==> src/rtl/pchm_pkg.sv <==
// ----------------------------------------------------------------------------
// pchm_pkg
// Shared types, codes and sizes of the per-channel hit time merger.
// ----------------------------------------------------------------------------
package pchm_pkg;

   localparam int FIBERS     = 32;
   localparam int FIB_AW     = (FIBERS > 1) ? $clog2(FIBERS) : 1;
   localparam int CSR_IW     = 8;
   localparam int CSR_DW     = 24;
   localparam int FIFO_DEPTH = 2;
   localparam int FIFO_AW    = 1;
   localparam int FIFO_CW    = 2;

   localparam logic CMD_HIT      = 1'b0;
   localparam logic CMD_FLUSH    = 1'b1;
   localparam logic KIND_CLUSTER = 1'b0;
   localparam logic KIND_MARKER  = 1'b1;

   localparam logic [15:0] MERGE_WINDOW_RESET = 16'd480;
   localparam logic [23:0] ENERGY_FLOOR_RESET = 24'd1;
   localparam logic [15:0] X_OFFSET_RESET     = 16'd0;
   localparam logic [15:0] X_PITCH_RESET      = 16'd256;

   typedef enum logic [CSR_IW-1:0] {
      CSR_MERGE_WINDOW = 8'd0,
      CSR_ENERGY_FLOOR = 8'd1,
      CSR_X_OFFSET     = 8'd2,
      CSR_X_PITCH      = 8'd3
   } csr_index_type;

   typedef struct packed {
      logic [15:0]        merge_window;
      logic [23:0]        energy_floor;
      logic signed [15:0] x_offset;
      logic [15:0]        x_pitch;
   } cfg_type;

   typedef struct packed {
      logic               command;
      logic [4:0]         fiber;
      logic [23:0]        energy;
      logic [23:0]        hit_time;
      logic signed [15:0] y;
   } op_type;

   typedef struct packed {
      logic [23:0]        energy;
      logic [23:0]        start;
      logic signed [15:0] y;
   } entry_type;

   typedef struct packed {
      logic               kind;
      logic [4:0]         fiber_out;
      logic signed [15:0] x_pos;
      logic signed [15:0] y_pos;
      logic [23:0]        energy_out;
      logic [23:0]        time_out;
      logic               last;
   } rsp_item_type;

   typedef struct packed {
      logic   push;
      logic   full;
      op_type push_op;
   } push_ch_type;

   typedef enum logic [2:0] {
      BK_IDLE,
      BK_HIT_UPDATE,
      BK_FLUSH_READ,
      BK_FLUSH_EMIT,
      BK_MARK
   } back_state_type;

endpackage

==> src/rtl/pchm_if.sv <==
// ----------------------------------------------------------------------------
// pchm_if
// Channel interfaces: hit request, result and register write.
// ----------------------------------------------------------------------------
interface pchm_req_if;
   logic               valid;
   logic               ready;
   logic               command;
   logic [4:0]         fiber;
   logic [23:0]        energy_in;
   logic [23:0]        time_in;
   logic signed [15:0] y_in;

   modport source (output valid, command, fiber, energy_in, time_in, y_in, input ready);
   modport sink   (input valid, command, fiber, energy_in, time_in, y_in, output ready);
endinterface

interface pchm_rsp_if;
   logic               valid;
   logic               ready;
   logic               kind;
   logic [4:0]         fiber_out;
   logic signed [15:0] x_pos;
   logic signed [15:0] y_pos;
   logic [23:0]        energy_out;
   logic [23:0]        time_out;
   logic               last;

   modport source (output valid, kind, fiber_out, x_pos, y_pos, energy_out, time_out, last,
                   input ready);
   modport sink   (input valid, kind, fiber_out, x_pos, y_pos, energy_out, time_out, last,
                   output ready);
endinterface

interface pchm_csr_if;
   import pchm_pkg::*;
   logic              valid;
   logic              ready;
   logic [CSR_IW-1:0] index;
   logic [CSR_DW-1:0] data;

   modport source (output valid, index, data, input ready);
   modport sink   (input valid, index, data, output ready);
endinterface

==> src/rtl/per_channel_hit_time_merger_core.sv <==
// ----------------------------------------------------------------------------
// per_channel_hit_time_merger_core
// Per-fibre pile-up merger of time-ordered hits within a time window.
// ----------------------------------------------------------------------------
// Usage
//   req_ch carries hits (command hit) and end-of-event flushes (command
//   flush); rsp_ch returns merged clusters and one end-of-event marker per
//   flush; csr_ch writes merge_window, energy_floor, x_offset and x_pitch,
//   one write per cycle; the user must write only while the block is idle,
//   which the block itself does not enforce. A hit reads the fibre entry
//   from the cluster store (registered read port) in the idle state, then
//   writes it back in the update state and, if it closes a cluster, loads
//   the result register. A hit passes from the queue through the entry read
//   register to the result register. A flush walks every fibre in a read
//   and an emit state, then sends the end-of-event marker.
//   Hits below the floor or off the fibre range are dropped in the front end
//   and never reach the back end.
//   Reset clears all open-cluster flags, the queue and the result valid flag,
//   and restores register defaults; the cluster store needs no clearing.
//   When rsp_ch stalls, the back end holds at its next result; the two-entry
//   queue keeps taking requests until it fills.
// ----------------------------------------------------------------------------
module per_channel_hit_time_merger_core (
   input logic        clock,
   input logic        reset,
   pchm_req_if.sink   req_ch,
   pchm_rsp_if.source rsp_ch,
   pchm_csr_if.sink   csr_ch
);
   import pchm_pkg::*;

   cfg_type     cfg;
   push_ch_type push_ch;
   op_type      head;
   logic        full;
   logic        empty;
   logic        pop;

   pchm_front u_front (
      .clock   (clock),
      .reset   (reset),
      .req     (req_ch),
      .csr     (csr_ch),
      .full    (full),
      .push_ch (push_ch),
      .cfg     (cfg)
   );

   pchm_fifo u_fifo (
      .clock   (clock),
      .reset   (reset),
      .push_ch (push_ch),
      .pop     (pop),
      .full    (full),
      .empty   (empty),
      .head    (head)
   );

   pchm_back u_back (
      .clock (clock),
      .reset (reset),
      .cfg   (cfg),
      .head  (head),
      .empty (empty),
      .pop   (pop),
      .rsp   (rsp_ch)
   );

endmodule

==> src/rtl/pchm_front.sv <==
// ----------------------------------------------------------------------------
// pchm_front
// Register file and request classifier: drops hits below the floor or off
// the fibre range, queues hits and flush commands for the back end.
// ----------------------------------------------------------------------------
module pchm_front (
   input  logic                  clock,
   input  logic                  reset,
   pchm_req_if.sink              req,
   pchm_csr_if.sink              csr,
   input  logic                  full,
   output pchm_pkg::push_ch_type push_ch,
   output pchm_pkg::cfg_type     cfg
);
   import pchm_pkg::*;

   cfg_type cfg_ff;
   cfg_type cfg_in;
   logic    keep;

   assign csr.ready = 1'b1;
   assign req.ready = !full;

   always_comb begin
      cfg_in = cfg_ff;
      if (csr.valid) begin
         case (csr.index)
            CSR_MERGE_WINDOW: cfg_in.merge_window = csr.data[15:0];
            CSR_ENERGY_FLOOR: cfg_in.energy_floor = csr.data[23:0];
            CSR_X_OFFSET:     cfg_in.x_offset     = $signed(csr.data[15:0]);
            CSR_X_PITCH:      cfg_in.x_pitch      = csr.data[15:0];
            default:          cfg_in = cfg_ff;
         endcase
      end
   end

   always_ff @(posedge clock) begin
      if (reset) begin
         cfg_ff.merge_window <= MERGE_WINDOW_RESET;
         cfg_ff.energy_floor <= ENERGY_FLOOR_RESET;
         cfg_ff.x_offset     <= $signed(X_OFFSET_RESET);
         cfg_ff.x_pitch      <= X_PITCH_RESET;
      end else begin
         cfg_ff <= cfg_in;
      end
   end

   // classify: flush always passes, a hit needs energy and a valid fibre
   assign keep = (req.command == CMD_FLUSH) ||
                 ((req.energy_in >= cfg_ff.energy_floor) && ({1'b0, req.fiber} < 6'(FIBERS)));

   assign push_ch.push             = req.valid && !full && keep;
   assign push_ch.full             = full;
   assign push_ch.push_op.command  = req.command;
   assign push_ch.push_op.fiber    = req.fiber;
   assign push_ch.push_op.energy   = req.energy_in;
   assign push_ch.push_op.hit_time = req.time_in;
   assign push_ch.push_op.y        = req.y_in;
   assign cfg                      = cfg_ff;

endmodule

==> src/rtl/pchm_fifo.sv <==
// ----------------------------------------------------------------------------
// pchm_fifo
// Short command queue between front and back end.
// ----------------------------------------------------------------------------
module pchm_fifo (
   input  logic                  clock,
   input  logic                  reset,
   input  pchm_pkg::push_ch_type push_ch,
   input  logic                  pop,
   output logic                  full,
   output logic                  empty,
   output pchm_pkg::op_type      head
);
   import pchm_pkg::*;

   op_type               slot_ff [FIFO_DEPTH];
   logic [FIFO_AW-1:0]   wr_ptr_ff;
   logic [FIFO_AW-1:0]   rd_ptr_ff;
   logic [FIFO_CW-1:0]   count_ff;
   logic [FIFO_CW-1:0]   count_in;
   logic                 do_pop;

   assign full   = (count_ff == FIFO_CW'(FIFO_DEPTH));
   assign empty  = (count_ff == '0);
   assign head   = slot_ff[rd_ptr_ff];
   assign do_pop = pop && !empty;

   always_comb begin
      count_in = count_ff;
      if (push_ch.push && !do_pop) begin
         count_in = count_ff + 1'b1;
      end else if (!push_ch.push && do_pop) begin
         count_in = count_ff - 1'b1;
      end
   end

   always_ff @(posedge clock) begin
      if (reset) begin
         wr_ptr_ff <= '0;
         rd_ptr_ff <= '0;
         count_ff  <= '0;
      end else begin
         count_ff <= count_in;
         if (push_ch.push) begin
            wr_ptr_ff <= wr_ptr_ff + 1'b1;
         end
         if (do_pop) begin
            rd_ptr_ff <= rd_ptr_ff + 1'b1;
         end
      end
   end

   always_ff @(posedge clock) begin
      if (push_ch.push) begin
         slot_ff[wr_ptr_ff] <= push_ch.push_op;
      end
   end

endmodule

==> src/rtl/pchm_back.sv <==
// ----------------------------------------------------------------------------
// pchm_back
// Cluster store and sequencer: read-modify-write of one fibre entry per hit,
// fibre walk on flush, end-of-event marker, result register.
// ----------------------------------------------------------------------------
module pchm_back (
   input  logic              clock,
   input  logic              reset,
   input  pchm_pkg::cfg_type cfg,
   input  pchm_pkg::op_type  head,
   input  logic              empty,
   output logic              pop,
   pchm_rsp_if.source        rsp
);
   import pchm_pkg::*;

   back_state_type    state_ff;
   back_state_type    state_in;
   op_type            op_ff;
   logic [FIB_AW-1:0] idx_ff;
   entry_type         rd_ff;
   entry_type         mem [FIBERS];
   logic [FIBERS-1:0] open_ff;
   rsp_item_type      out_ff;
   logic              out_valid_ff;

   logic              rd_en;
   logic [FIB_AW-1:0] rd_addr;
   logic              wr_en;
   entry_type         wr_data;
   logic              open_set;
   logic              open_clr;
   logic              idx_clr;
   logic              idx_inc;
   logic              load_out;
   rsp_item_type      out_item;

   logic [FIB_AW-1:0] head_addr;
   logic [FIB_AW-1:0] hit_addr;
   logic [FIB_AW-1:0] cur_addr;
   logic              hit_open;
   logic              early;
   logic [23:0]       diff;
   logic              merge;
   logic [24:0]       sum;
   logic [23:0]       sum_sat;
   logic              above;
   logic              hit_emit;
   logic              fl_emit;
   logic              fl_last;
   logic              out_free;
   rsp_item_type      cluster_item;
   rsp_item_type      marker_item;

   function automatic logic signed [15:0] x_position(input cfg_type c,
                                                     input logic [FIB_AW-1:0] f);
      logic [FIB_AW+15:0]        prod;
      logic signed [FIB_AW+17:0] total;
      prod  = (FIB_AW+16)'(f) * (FIB_AW+16)'(c.x_pitch);
      total = (FIB_AW+18)'(c.x_offset) + $signed({2'b00, prod});
      if (total > 32767) begin
         return 16'sh7FFF;
      end else if (total < -32768) begin
         return -16'sh8000;
      end else begin
         return $signed(total[15:0]);
      end
   endfunction

   assign head_addr = FIB_AW'({1'b0, head.fiber});
   assign hit_addr  = FIB_AW'({1'b0, op_ff.fiber});
   assign cur_addr  = (state_ff == BK_HIT_UPDATE) ? hit_addr : idx_ff;
   assign hit_open  = open_ff[hit_addr];
   assign early     = op_ff.hit_time < rd_ff.start;
   assign diff      = op_ff.hit_time - rd_ff.start;
   assign merge     = hit_open && (early || (diff < {8'd0, cfg.merge_window}));
   assign sum       = {1'b0, rd_ff.energy} + {1'b0, op_ff.energy};
   assign sum_sat   = sum[24] ? 24'hFFFFFF : sum[23:0];
   assign above     = rd_ff.energy > cfg.energy_floor;
   assign hit_emit  = hit_open && above;
   assign fl_emit   = open_ff[idx_ff] && above;
   assign fl_last   = (idx_ff == FIB_AW'(FIBERS - 1));
   assign out_free  = !out_valid_ff || rsp.ready;

   assign cluster_item.kind       = KIND_CLUSTER;
   assign cluster_item.fiber_out  = 5'(cur_addr);
   assign cluster_item.x_pos      = x_position(cfg, cur_addr);
   assign cluster_item.y_pos      = rd_ff.y;
   assign cluster_item.energy_out = rd_ff.energy;
   assign cluster_item.time_out   = rd_ff.start;
   assign cluster_item.last       = (state_ff == BK_HIT_UPDATE);

   assign marker_item = '{kind: KIND_MARKER, last: 1'b1, default: '0};

   always_comb begin
      state_in = state_ff;
      case (state_ff)
         BK_IDLE: begin
            if (!empty) begin
               state_in = (head.command == CMD_FLUSH) ? BK_FLUSH_READ : BK_HIT_UPDATE;
            end
         end
         BK_HIT_UPDATE: begin
            if (merge || !hit_emit || out_free) begin
               state_in = BK_IDLE;
            end
         end
         BK_FLUSH_READ: state_in = BK_FLUSH_EMIT;
         BK_FLUSH_EMIT: begin
            if (!fl_emit || out_free) begin
               state_in = fl_last ? BK_MARK : BK_FLUSH_READ;
            end
         end
         BK_MARK: begin
            if (out_free) begin
               state_in = BK_IDLE;
            end
         end
         default: state_in = BK_IDLE;
      endcase
   end

   always_comb begin
      pop      = 1'b0;
      rd_en    = 1'b0;
      rd_addr  = idx_ff;
      wr_en    = 1'b0;
      wr_data  = '{energy: op_ff.energy, start: op_ff.hit_time, y: op_ff.y};
      open_set = 1'b0;
      open_clr = 1'b0;
      idx_clr  = 1'b0;
      idx_inc  = 1'b0;
      load_out = 1'b0;
      out_item = cluster_item;
      case (state_ff)
         BK_IDLE: begin
            pop     = !empty;
            rd_en   = !empty && (head.command == CMD_HIT);
            rd_addr = head_addr;
            idx_clr = !empty;
         end
         BK_HIT_UPDATE: begin
            if (merge) begin
               wr_en   = 1'b1;
               wr_data = '{energy: sum_sat,
                           start:  early ? op_ff.hit_time : rd_ff.start,
                           y:      early ? op_ff.y : rd_ff.y};
            end else if (!hit_emit || out_free) begin
               wr_en    = 1'b1;
               open_set = 1'b1;
               load_out = hit_emit;
            end
         end
         BK_FLUSH_READ: begin
            rd_en = 1'b1;
         end
         BK_FLUSH_EMIT: begin
            if (!fl_emit || out_free) begin
               open_clr = 1'b1;
               load_out = fl_emit;
               idx_inc  = !fl_last;
            end
         end
         BK_MARK: begin
            load_out = out_free;
            out_item = marker_item;
         end
         default: begin
            pop = 1'b0;
         end
      endcase
   end

   always_ff @(posedge clock) begin
      if (reset) begin
         state_ff     <= BK_IDLE;
         idx_ff       <= '0;
         open_ff      <= '0;
         out_valid_ff <= 1'b0;
      end else begin
         state_ff <= state_in;
         if (idx_clr) begin
            idx_ff <= '0;
         end else if (idx_inc) begin
            idx_ff <= idx_ff + 1'b1;
         end
         if (open_set) begin
            open_ff[hit_addr] <= 1'b1;
         end
         if (open_clr) begin
            open_ff[idx_ff] <= 1'b0;
         end
         if (load_out) begin
            out_valid_ff <= 1'b1;
         end else if (rsp.ready) begin
            out_valid_ff <= 1'b0;
         end
      end
   end

   always_ff @(posedge clock) begin
      if (pop) begin
         op_ff <= head;
      end
      if (load_out) begin
         out_ff <= out_item;
      end
   end

   always_ff @(posedge clock) begin
      if (wr_en) begin
         mem[hit_addr] <= wr_data;
      end
      if (rd_en) begin
         rd_ff <= mem[rd_addr];
      end
   end

   assign rsp.valid      = out_valid_ff;
   assign rsp.kind       = out_ff.kind;
   assign rsp.fiber_out  = out_ff.fiber_out;
   assign rsp.x_pos      = out_ff.x_pos;
   assign rsp.y_pos      = out_ff.y_pos;
   assign rsp.energy_out = out_ff.energy_out;
   assign rsp.time_out   = out_ff.time_out;
   assign rsp.last       = out_ff.last;

`ifndef SYNTH
   a_no_overwrite: assert property (@(posedge clock) disable iff (reset)
      load_out |-> out_free)
      else $error("result register overwritten while a transfer is pending");

   a_marker_clean: assert property (@(posedge clock) disable iff (reset)
      (load_out && (out_item.kind == KIND_MARKER)) |-> (open_ff == '0))
      else $error("end-of-event marker with a cluster still open");

   a_update_after_read: assert property (@(posedge clock) disable iff (reset)
      (state_ff == BK_HIT_UPDATE) |->
         ($past(state_ff) == BK_IDLE || $past(state_ff) == BK_HIT_UPDATE))
      else $error("hit update without a preceding entry read");

   a_walk_range: assert property (@(posedge clock) disable iff (reset)
      (state_ff == BK_FLUSH_EMIT) |=> (idx_ff <= FIB_AW'(FIBERS - 1)))
      else $error("flush walk index beyond the last fibre");
`endif

endmodule
==> src/flat_wrapper.sv <==
// flat-port wrapper written by rule: the top's interface ports become plain ports
module per_channel_hit_time_merger_core_flat import pchm_pkg::*;
  (clock, reset, req_ch_valid, req_ch_command, req_ch_fiber, req_ch_energy_in, req_ch_time_in, req_ch_y_in, req_ch_ready, rsp_ch_valid, rsp_ch_kind, rsp_ch_fiber_out, rsp_ch_x_pos, rsp_ch_y_pos, rsp_ch_energy_out, rsp_ch_time_out, rsp_ch_last, rsp_ch_ready, csr_ch_valid, csr_ch_index, csr_ch_data, csr_ch_ready);
  pchm_req_if req_ch_i ();
  pchm_rsp_if rsp_ch_i ();
  pchm_csr_if csr_ch_i ();
  input logic clock;
  input logic reset;
  input wire logic [$bits(req_ch_i.valid)-1:0] req_ch_valid;
  input wire logic [$bits(req_ch_i.command)-1:0] req_ch_command;
  input wire logic [$bits(req_ch_i.fiber)-1:0] req_ch_fiber;
  input wire logic [$bits(req_ch_i.energy_in)-1:0] req_ch_energy_in;
  input wire logic [$bits(req_ch_i.time_in)-1:0] req_ch_time_in;
  input wire logic [$bits(req_ch_i.y_in)-1:0] req_ch_y_in;
  output wire logic [$bits(req_ch_i.ready)-1:0] req_ch_ready;
  output wire logic [$bits(rsp_ch_i.valid)-1:0] rsp_ch_valid;
  output wire logic [$bits(rsp_ch_i.kind)-1:0] rsp_ch_kind;
  output wire logic [$bits(rsp_ch_i.fiber_out)-1:0] rsp_ch_fiber_out;
  output wire logic [$bits(rsp_ch_i.x_pos)-1:0] rsp_ch_x_pos;
  output wire logic [$bits(rsp_ch_i.y_pos)-1:0] rsp_ch_y_pos;
  output wire logic [$bits(rsp_ch_i.energy_out)-1:0] rsp_ch_energy_out;
  output wire logic [$bits(rsp_ch_i.time_out)-1:0] rsp_ch_time_out;
  output wire logic [$bits(rsp_ch_i.last)-1:0] rsp_ch_last;
  input wire logic [$bits(rsp_ch_i.ready)-1:0] rsp_ch_ready;
  input wire logic [$bits(csr_ch_i.valid)-1:0] csr_ch_valid;
  input wire logic [$bits(csr_ch_i.index)-1:0] csr_ch_index;
  input wire logic [$bits(csr_ch_i.data)-1:0] csr_ch_data;
  output wire logic [$bits(csr_ch_i.ready)-1:0] csr_ch_ready;
  assign req_ch_i.valid = req_ch_valid;
  assign req_ch_i.command = req_ch_command;
  assign req_ch_i.fiber = req_ch_fiber;
  assign req_ch_i.energy_in = req_ch_energy_in;
  assign req_ch_i.time_in = req_ch_time_in;
  assign req_ch_i.y_in = req_ch_y_in;
  assign req_ch_ready = req_ch_i.ready;
  assign rsp_ch_valid = rsp_ch_i.valid;
  assign rsp_ch_kind = rsp_ch_i.kind;
  assign rsp_ch_fiber_out = rsp_ch_i.fiber_out;
  assign rsp_ch_x_pos = rsp_ch_i.x_pos;
  assign rsp_ch_y_pos = rsp_ch_i.y_pos;
  assign rsp_ch_energy_out = rsp_ch_i.energy_out;
  assign rsp_ch_time_out = rsp_ch_i.time_out;
  assign rsp_ch_last = rsp_ch_i.last;
  assign rsp_ch_i.ready = rsp_ch_ready;
  assign csr_ch_i.valid = csr_ch_valid;
  assign csr_ch_i.index = csr_ch_index;
  assign csr_ch_i.data = csr_ch_data;
  assign csr_ch_ready = csr_ch_i.ready;
  per_channel_hit_time_merger_core u_core (.clock(clock), .reset(reset), .req_ch(req_ch_i), .rsp_ch(rsp_ch_i), .csr_ch(csr_ch_i));
endmodule
==> config.mk <==
export PLATFORM = sky130hd
export DESIGN_NAME = per_channel_hit_time_merger_core_flat
export DESIGN_NICKNAME = d
export VERILOG_FILES = /design/src/rtl/pchm_pkg.sv /design/src/rtl/pchm_if.sv /design/src/rtl/per_channel_hit_time_merger_core.sv /design/src/rtl/pchm_front.sv /design/src/rtl/pchm_fifo.sv /design/src/rtl/pchm_back.sv /design/src/flat_wrapper.sv
export SDC_FILE = /design/constraint.sdc
export NUM_CORES = 2
export LEC_CHECK = 0
export ABC_AREA = 1
export BUFFER_PORTS_ARGS = -buffer_cell sky130_fd_sc_hd__buf_2
export CAP_MARGIN = 20
export CELL_PAD_IN_SITES_DETAIL_PLACEMENT = 1
export CELL_PAD_IN_SITES_GLOBAL_PLACEMENT = 2
export CORE_ASPECT_RATIO = 0.8
export CORE_UTILIZATION = 40
export DETAILED_ROUTE_END_ITERATION = 16
export HOLD_SLACK_MARGIN = 0.12
export PLACE_DENSITY = 0.8
export SYNTH_ARGS = -nofsm -noshare
export SYNTH_HDL_FRONTEND = slang
export SYNTH_SLANG_ARGS = --single-unit
==> constraint.sdc <==
create_clock -name clock -period 6.55 [get_ports clock]
set_input_delay 0 -clock clock [delete_from_list [all_inputs] [get_ports clock]]
set_output_delay 0 -clock clock [all_outputs]
set_load 0.05 [all_outputs]
# Word-level counts from Yosys, hierarchy flattened

Memory sizes are Yosys's and may differ from the RTL's. A register that Yosys moved wholly into a read port is not among the register bits.
Index checks and enable logic that the tools add are counted.

$add $sub $neg: 8
Multipliers: 1
Div/mod/pow operators: 0
Magnitude comparators: 10
Equal/unequal tests: 13
Shift operators: 0
Multiplexer cells: 53
Bitwise operators: 4
Reduce and logical (&&, ||, !) cells: 38

Operators with widths:

| cell                   | count |
|---|---|
| $mux W64               | 2 |
| $mux W32               | 3 |
| $mux W87               | 1 |
| $mux W16               | 3 |
| $mux W24               | 2 |
| $and A32 B32 Y32       | 1 |
| $not A32 Y32           | 1 |
| $or A32 B32 Y32        | 1 |
| $add A24 B24 Y25       | 1 |
| $mux W1                | 25 |
| $ge A24 B24 Y1         | 1 |
| $gt A24 B24 Y1         | 1 |
| $lt A24 B16 Y1         | 1 |
| $lt A24 B24 Y1         | 1 |
| $sub A24 B24 Y24       | 1 |
| $add A16 B22 Y23       | 1 |
| $gt A23 B16 Y1 const B | 1 |
| $lt A23 B16 Y1 const B | 1 |
| $mul A5 B16 Y21        | 1 |
| $eq A8 B2 Y1 const B   | 2 |
| $mux W3                | 5 |
| $pmux W3 S5            | 1 |
| $lt A5 B6 Y1 const B   | 2 |
| $logic_and A1 B1 Y1    | 11 |
| 29 further kinds       | 57 |

Register bits after elaboration: 273
Latch bits: 0
RAM bits: 2188
Memory bits (read-only): 0
Input port bits: 107
Output and inout bits: 90
Logic and storage cells: 152
Memories: 2

Memory list:

| memory                | depth | bits a word | rd ports | clocked after memory_dff | write ports | RTL line        | text |
|---|---|---|---|---|---|---|---|
| u_core.u_back.mem     | 32    | 64          | 1        | 1                        | 1           | pchm_back.sv:22 | `entry_type mem [FIBERS];` |
| u_core.u_fifo.slot_ff | 2     | 70          | 1        | 1                        | 1           | pchm_fifo.sv:16 | `op_type slot_ff [FIFO_DEPTH];` |

# Depth between registers and ports, before layout

Depth after elaboration: 12
Depth in mapped cells: 42
Gate-level depth less buffers: 41

# Hierarchy

A second synthesis with hierarchy kept.

Cell total of the unflattened synthesis: 8904
Area total of the unflattened synthesis: 107122.7 sq um

By module, submodules not included:

| module     | instances | cells an instance | area each (sq um) | seq. area each (sq um) |
|---|---|---|---|---|
| pchm_back  | 1         | 8131              | 97628.6           | 68926.1 |
| pchm_fifo  | 1         | 253               | 5640.4            | 4304.1 |
| pchm_front | 1         | 520               | 3853.7            | 1441.4 |

# Worst setup path before layout

Ideal clock, no wire load.

Path kind: register to register
Start: register u_core.u_back.state_ff[0]
End: register u_core.u_back.out_ff (netlist bit u_core.u_back.rsp.x_pos[10]) (data pin)
Setup time: 0.270 ns
Arrival time: 6.652 ns
Data required time: 6.280 ns
Setup slack: -0.372 ns
Stages on the path, launching flop included: 39
Buffers on the path: 2
Period minus slack after synthesis: 6.922 ns
Cell sequence: dfxtp_1 > inv_1 > nor2_1 > inv_1 > nor2_1 > inv_1 > o21ai_0 > clkbuf_1 > nor2_1 > fa_1 > fa_1 > inv_1 > fa_1 > inv_1 > ha_1 > inv_1 > o21bai_1 > nand3_1 > (+3 left out) > a21oi_1 > o21ai_0 > a21boi_0 > o21ai_0 > xor2_1 > inv_1 > ha_1 > nand2_1 > nor4_1 > nand3_1 > nand3_1 > xor2_1 > nand3_1 > nor2_1 > nand2_1 > nand2_1 > buf_2 > a21oi_1

Longest elaborated chain between the ends: 7
Elaborated cells between the ends (all ways): 9
Classes of those cells: add/sub (1); mul (1); order compare (2); eq/ne (2); mux (3)

Ends and longest elaborated chain:

| element                | RTL line         | text |
|---|---|---|
| from (decl)            | pchm_back.sv:17  | `back_state_type state_ff;` |
| from (signal assigned) | pchm_back.sv:181 | `state_ff <= state_in;` |
| $eq A3 B1 Y1           | pchm_back.sv:72  | `assign cur_addr = (state_ff == BK_HIT_UPDATE) ? hit_addr : idx_ff;` |
| $mux W5                | pchm_back.sv:72  |  |
| $mul A5 B16 Y21        | pchm_back.sv:59  | `prod = (FIB_AW+16)'(f) * (FIB_AW+16)'(c.x_pitch);` |
| $add A16 B22 Y23       | pchm_back.sv:60  | `total = (FIB_AW+18)'(c.x_offset) + $signed({2'b00, prod});` |
| $lt A23 B16 Y1         | pchm_back.sv:63  | `end else if (total < -32768) begin` |
| $mux W16               | pchm_back.sv:63  |  |
| $mux W16               | pchm_back.sv:61  | `if (total > 32767) begin` |
| to (signal assigned)   | pchm_back.sv:206 | `out_ff <= out_item;` |
| to (decl)              | pchm_back.sv:24  | `rsp_item_type out_ff;` |

Parallel ways exist; a longest one is shown, timed or not.
A chain may end at the register's enable or synchronous reset.

# Worst setup path in the final report

Start: register u_core.u_back.state_ff[0]
End: register u_core.u_back.out_ff (netlist bit u_core.u_back.rsp.x_pos[1]) (data pin)

The elaborated chain is that of the path after synthesis.

==> results.txt <==
In this run, synthesis produced a sequential element count of 2,526. The number of max-slew violations in the final report was 0. The arrival time of data at the critical path endpoint is around 7 ns. The clock latency on the worst-skew pair is approximately 0.87 ns. The number of antenna violations at the first check in global routing is 13. The clock period minus final worst setup slack came out at 6.351 ns. Entering global routing, the biggest net connects 173 pins. The cell count after synthesis came out at 8,667. The HPWL reported at the end of detailed placement is 204,200 um. The number of buffers on the longest clock path is 4.

The largest stage delay on the critical path came out at 0.56 ns. Summing over every cut layer, the via total after detailed routing is 75,890. The final instance count without filler cells is between 10,000 and 15,000. The die outline area came out at 266,300 um2. The number of distinct library cells after synthesis came out at 53.

On the critical path, the stage with the largest delay is an instance of sky130_fd_sc_hd__fa_2. The post-layout net count is 9,478. The setup path with the least slack is of type flip-flop to flip-flop.

The post-synthesis area per instance came out at about 12 um2. TritonCTS built the clock tree. The wire length per cell after detailed routing is roughly 29 um.

The total global routing track utilization came out at around 27%. The slew of the pin with the lowest slew margin is roughly 1.2 ns. The power density over the cells came out at 485.0 nW/um2. Relative to the synthesized area, the layout overhead comes to 16.98%. Setup violations remaining at the end of the flow were counted as 0.

During synthesis, Yosys emitted a total of 0 warnings. Summed over all instances, the cell type with the most area after synthesis is sky130_fd_sc_hd__edfxtp_1. The endpoint class of the critical path is a flip-flop. Headroom to the max-slew limit came out at 18.64%.

The floorplan step defined a core boundary enclosing roughly 260,000 um2. Setup repair after global routing could not meet its margin everywhere. The proportion of layout cells with a drive suffix above 1 is 12.36%. The vertical die dimension is 461.7 um. The analysis attributes to cell leakage a power of 0.04217 uW. The number of nets handed over by synthesis was 8,989.

For the worst setup path, the data required time is 7.24 ns. Yosys instantiated no cell more often than sky130_fd_sc_hd__edfxtp_1. The final hold violation count is 0. Counting instances in the post-synthesis netlist gives the leading cell types as sky130_fd_sc_hd__edfxtp_1 (2,408), sky130_fd_sc_hd__nor2_1 (1,549), sky130_fd_sc_hd__o21ai_0 (1,404).

The run finished with clean final reports. The maximum fanout encountered on the critical timing path came out at 8. Global routing finished with a remaining overflow of 0.

The antenna violation net count after detailed routing is 0. The area share of the largest cell type after synthesis is between 60% and 70%. The final routed wirelength across all metal layers is 369,100 um.

The worst setup path is launched from a flip-flop. The global-route wire length before repair came out at 531,300 um. For this block, the initial DRC count from the detailed router was 8,733.

The per-cell via count in the routed design is just under 6. The post-synthesis cell area came out at 105,700 um2. The number of max-cap violations is 0. The async set-reset flop share out of synthesis is 0%. The worst-case IR drop observed on VDD is 0.4883 mV.

The number of buffers created by CTS is 268. The post-detailed-route DRC marker count is 0. The period utilization came out at 96.97%.

Static timing analysis puts the maximum clock frequency at 157.4 MHz. Of the synthesized area, sequential elements account for 70.66%. By area the synthesized netlist is led by sky130_fd_sc_hd__edfxtp_1 (68%), sky130_fd_sc_hd__o21ai_0 (6.6%), sky130_fd_sc_hd__nor2_1 (5.5%). For this design, the sink count on the clock tree is 2,526. The number of standard-cell rows in the floorplan came out at 168. The count of input and output buffers came out at 195. 197 I/O pins were placed. After clock tree synthesis, the clock-pin slew on the worst setup and hold paths is 0.06 ns. In the synthesized netlist the dominant register cell turns out to be sky130_fd_sc_hd__edfxtp_1. The worst slack on hold paths came out at 0.1823 ns.

The synthesized design contains 2,408 enable-type register cells. The total instance count after detailed placement came out at 12,120. The path class of the tightest hold or removal check is primary input to flip-flop. The weighted congestion at the end of routability-driven global placement is 0.8708. The via count of the first global-routing pass came out at just under 80,000.

The pre-antenna-repair detailed-routing pass consisted of 5 iterations. The die is between 500 and 600 um wide. Clock tree synthesis selected as its root buffer the cell sky130_fd_sc_hd__clkbuf_16. Once the floorplan was initialized, standard cells occupied 40.29% of the core. The maximum level of the CTS H-tree is 5.

The worst-case clock skew came out at 0.07831 ns.
[path summary, 6_finish.rpt]
check / cells past startpoint / slack (ns) / endpoint / startpoint
worst max-delay path: 38 / 0.20 / u_core.u_back.rsp.x_pos[1] / u_core.u_back.state_ff[0]
worst min-delay path: 4 / 0.18 / u_core.u_front.cfg[26] / csr_ch_data[10]
worst max register to register: 38 / 0.20 / u_core.u_back.rsp.x_pos[1] / u_core.u_back.state_ff[0]
worst min register to register: 2 / 0.48 / u_core.u_back.open_ff[11] / u_core.u_back.open_ff[11]
[sequential cells by signal (all words and copies together) (netlist names), 2 cells and up, named ones only]
register                      flops
u_core.u_back.hit_addr            5
u_core.u_back.open_ff            32
u_core.u_back.mem              2048
u_core.u_back.rsp.y_pos          16
u_core.u_back.rsp.fiber_out       5
u_core.u_back.rsp.time_out       24
u_core.u_back.cluster_item       64
u_core.u_back.rsp.energy_out     24
u_core.u_back.state_ff            3
u_core.u_back.idx_ff              5
u_core.u_back.op_ff              64
u_core.u_fifo.count_ff            2
u_core.u_back.rsp.x_pos          16
u_core.u_fifo.slot_ff           140
u_core.u_front.cfg               72
[layout make-up]
type	count	area, um2
antenna	2	5.005
clock buffer	334	7191
clock inverter	127	1032
fill	27030	138700
inverter	412	1592
multi-input combinational	5201	28320
sequential	2526	74680
tap	3485	4360
timing repair buffer	747	6445
[report_power, final]
group	internal (uW)	switching (uW)
Combinational	6040	17400
Clock	8340	6390
Sequential	21200	611
Total	35600	24400
[worst max-delay path: cells and delay by family (launching register included)]
kind	cells	cell delay, ns
flip-flops	1	0.33
AND/OR/NAND/NOR	13	1.53
XOR/XNOR	2	0.21
adder cells (fa/ha/maj)	5	2.14
AO/OA/AOI/OAI	7	0.87
buffers and inverters	11	1.10
[per-stage QoR]
stage | instance area (um2) | power [uW] | utilization [%] | setup slack (ns) | setup TNS, ns
finish | 123600 | 59960 | 47.13 | 0.1986 | 0
global route | 123600 | 62530 | 47.12 | -0.1906 | -2.562
CTS | 122900 | 59760 | 46.85 | 0.005381 | 0
detailed placement | 112300 | 44870 | 42.80 | -0.3460 | -5.371
global placement | 112200 | 44080 | 42.76 | -0.3226 | -5.079
floorplan | 105700 | 35390 | - | 0.006993 | 0
[metal layers]
layer | up-vias | track usage, % | share of wire [%]
met5 | - | 0 | 0.0033
met4 | 2 | 9.399 | 3.6
met3 | 682 | 3.481 | 7.4
met2 | 3366 | 43.34 | 46
met1 | 39280 | 38.24 | 43
li1 | 32560 | - | -
[cells by family after synthesis]
| family | share of synthesized area [%] |
|---|---|
| DFF | 70.66 |
| other | 0.003548 |
| adders and majority gates | 2.865 |
| muxes | 0.7234 |
| xor gates and xnor gates | 0.4889 |
| AOI/OAI and AO/OA | 12.87 |
| and+or+nand+nor | 8.910 |
| buffers and inverters | 3.484 |
[repair_timing]
item	CTS	global route
hold endpoints to repair	265	0
gates resized for setup	35	111
cloned	0	2
setup endpoints to repair	16	16
buffers inserted	8	11
hold buffers	221	0
pin swaps	14	54
[cell usage in the layout, fill, tap and decap left out, drive strengths merged, types with 22 or more instances in the layout]
master | synthesis | routed
ha | 170 | 170
nor3 | 38 | 38
inv | 411 | 418
o22ai | 522 | 522
clkbuf | 405 | 336
nand2 | 659 | 659
xnor2 | 22 | 22
nor2 | 1551 | 1551
nand3 | 75 | 75
a21oi | 253 | 253
o221ai | 85 | 85
buf | 123 | 524
fa | 45 | 45
nand4 | 49 | 49
o21ai | 1461 | 1461
mux2 | 67 | 67
edfxtp | 2408 | 2408
o211ai | 46 | 46
a31oi | 37 | 37
dfxtp | 118 | 118
dlygate4sd3 | 0 | 221
clkinv | 1 | 99
xor2 | 37 | 37
Note: power is estimated with default switching activity, not from simulation.
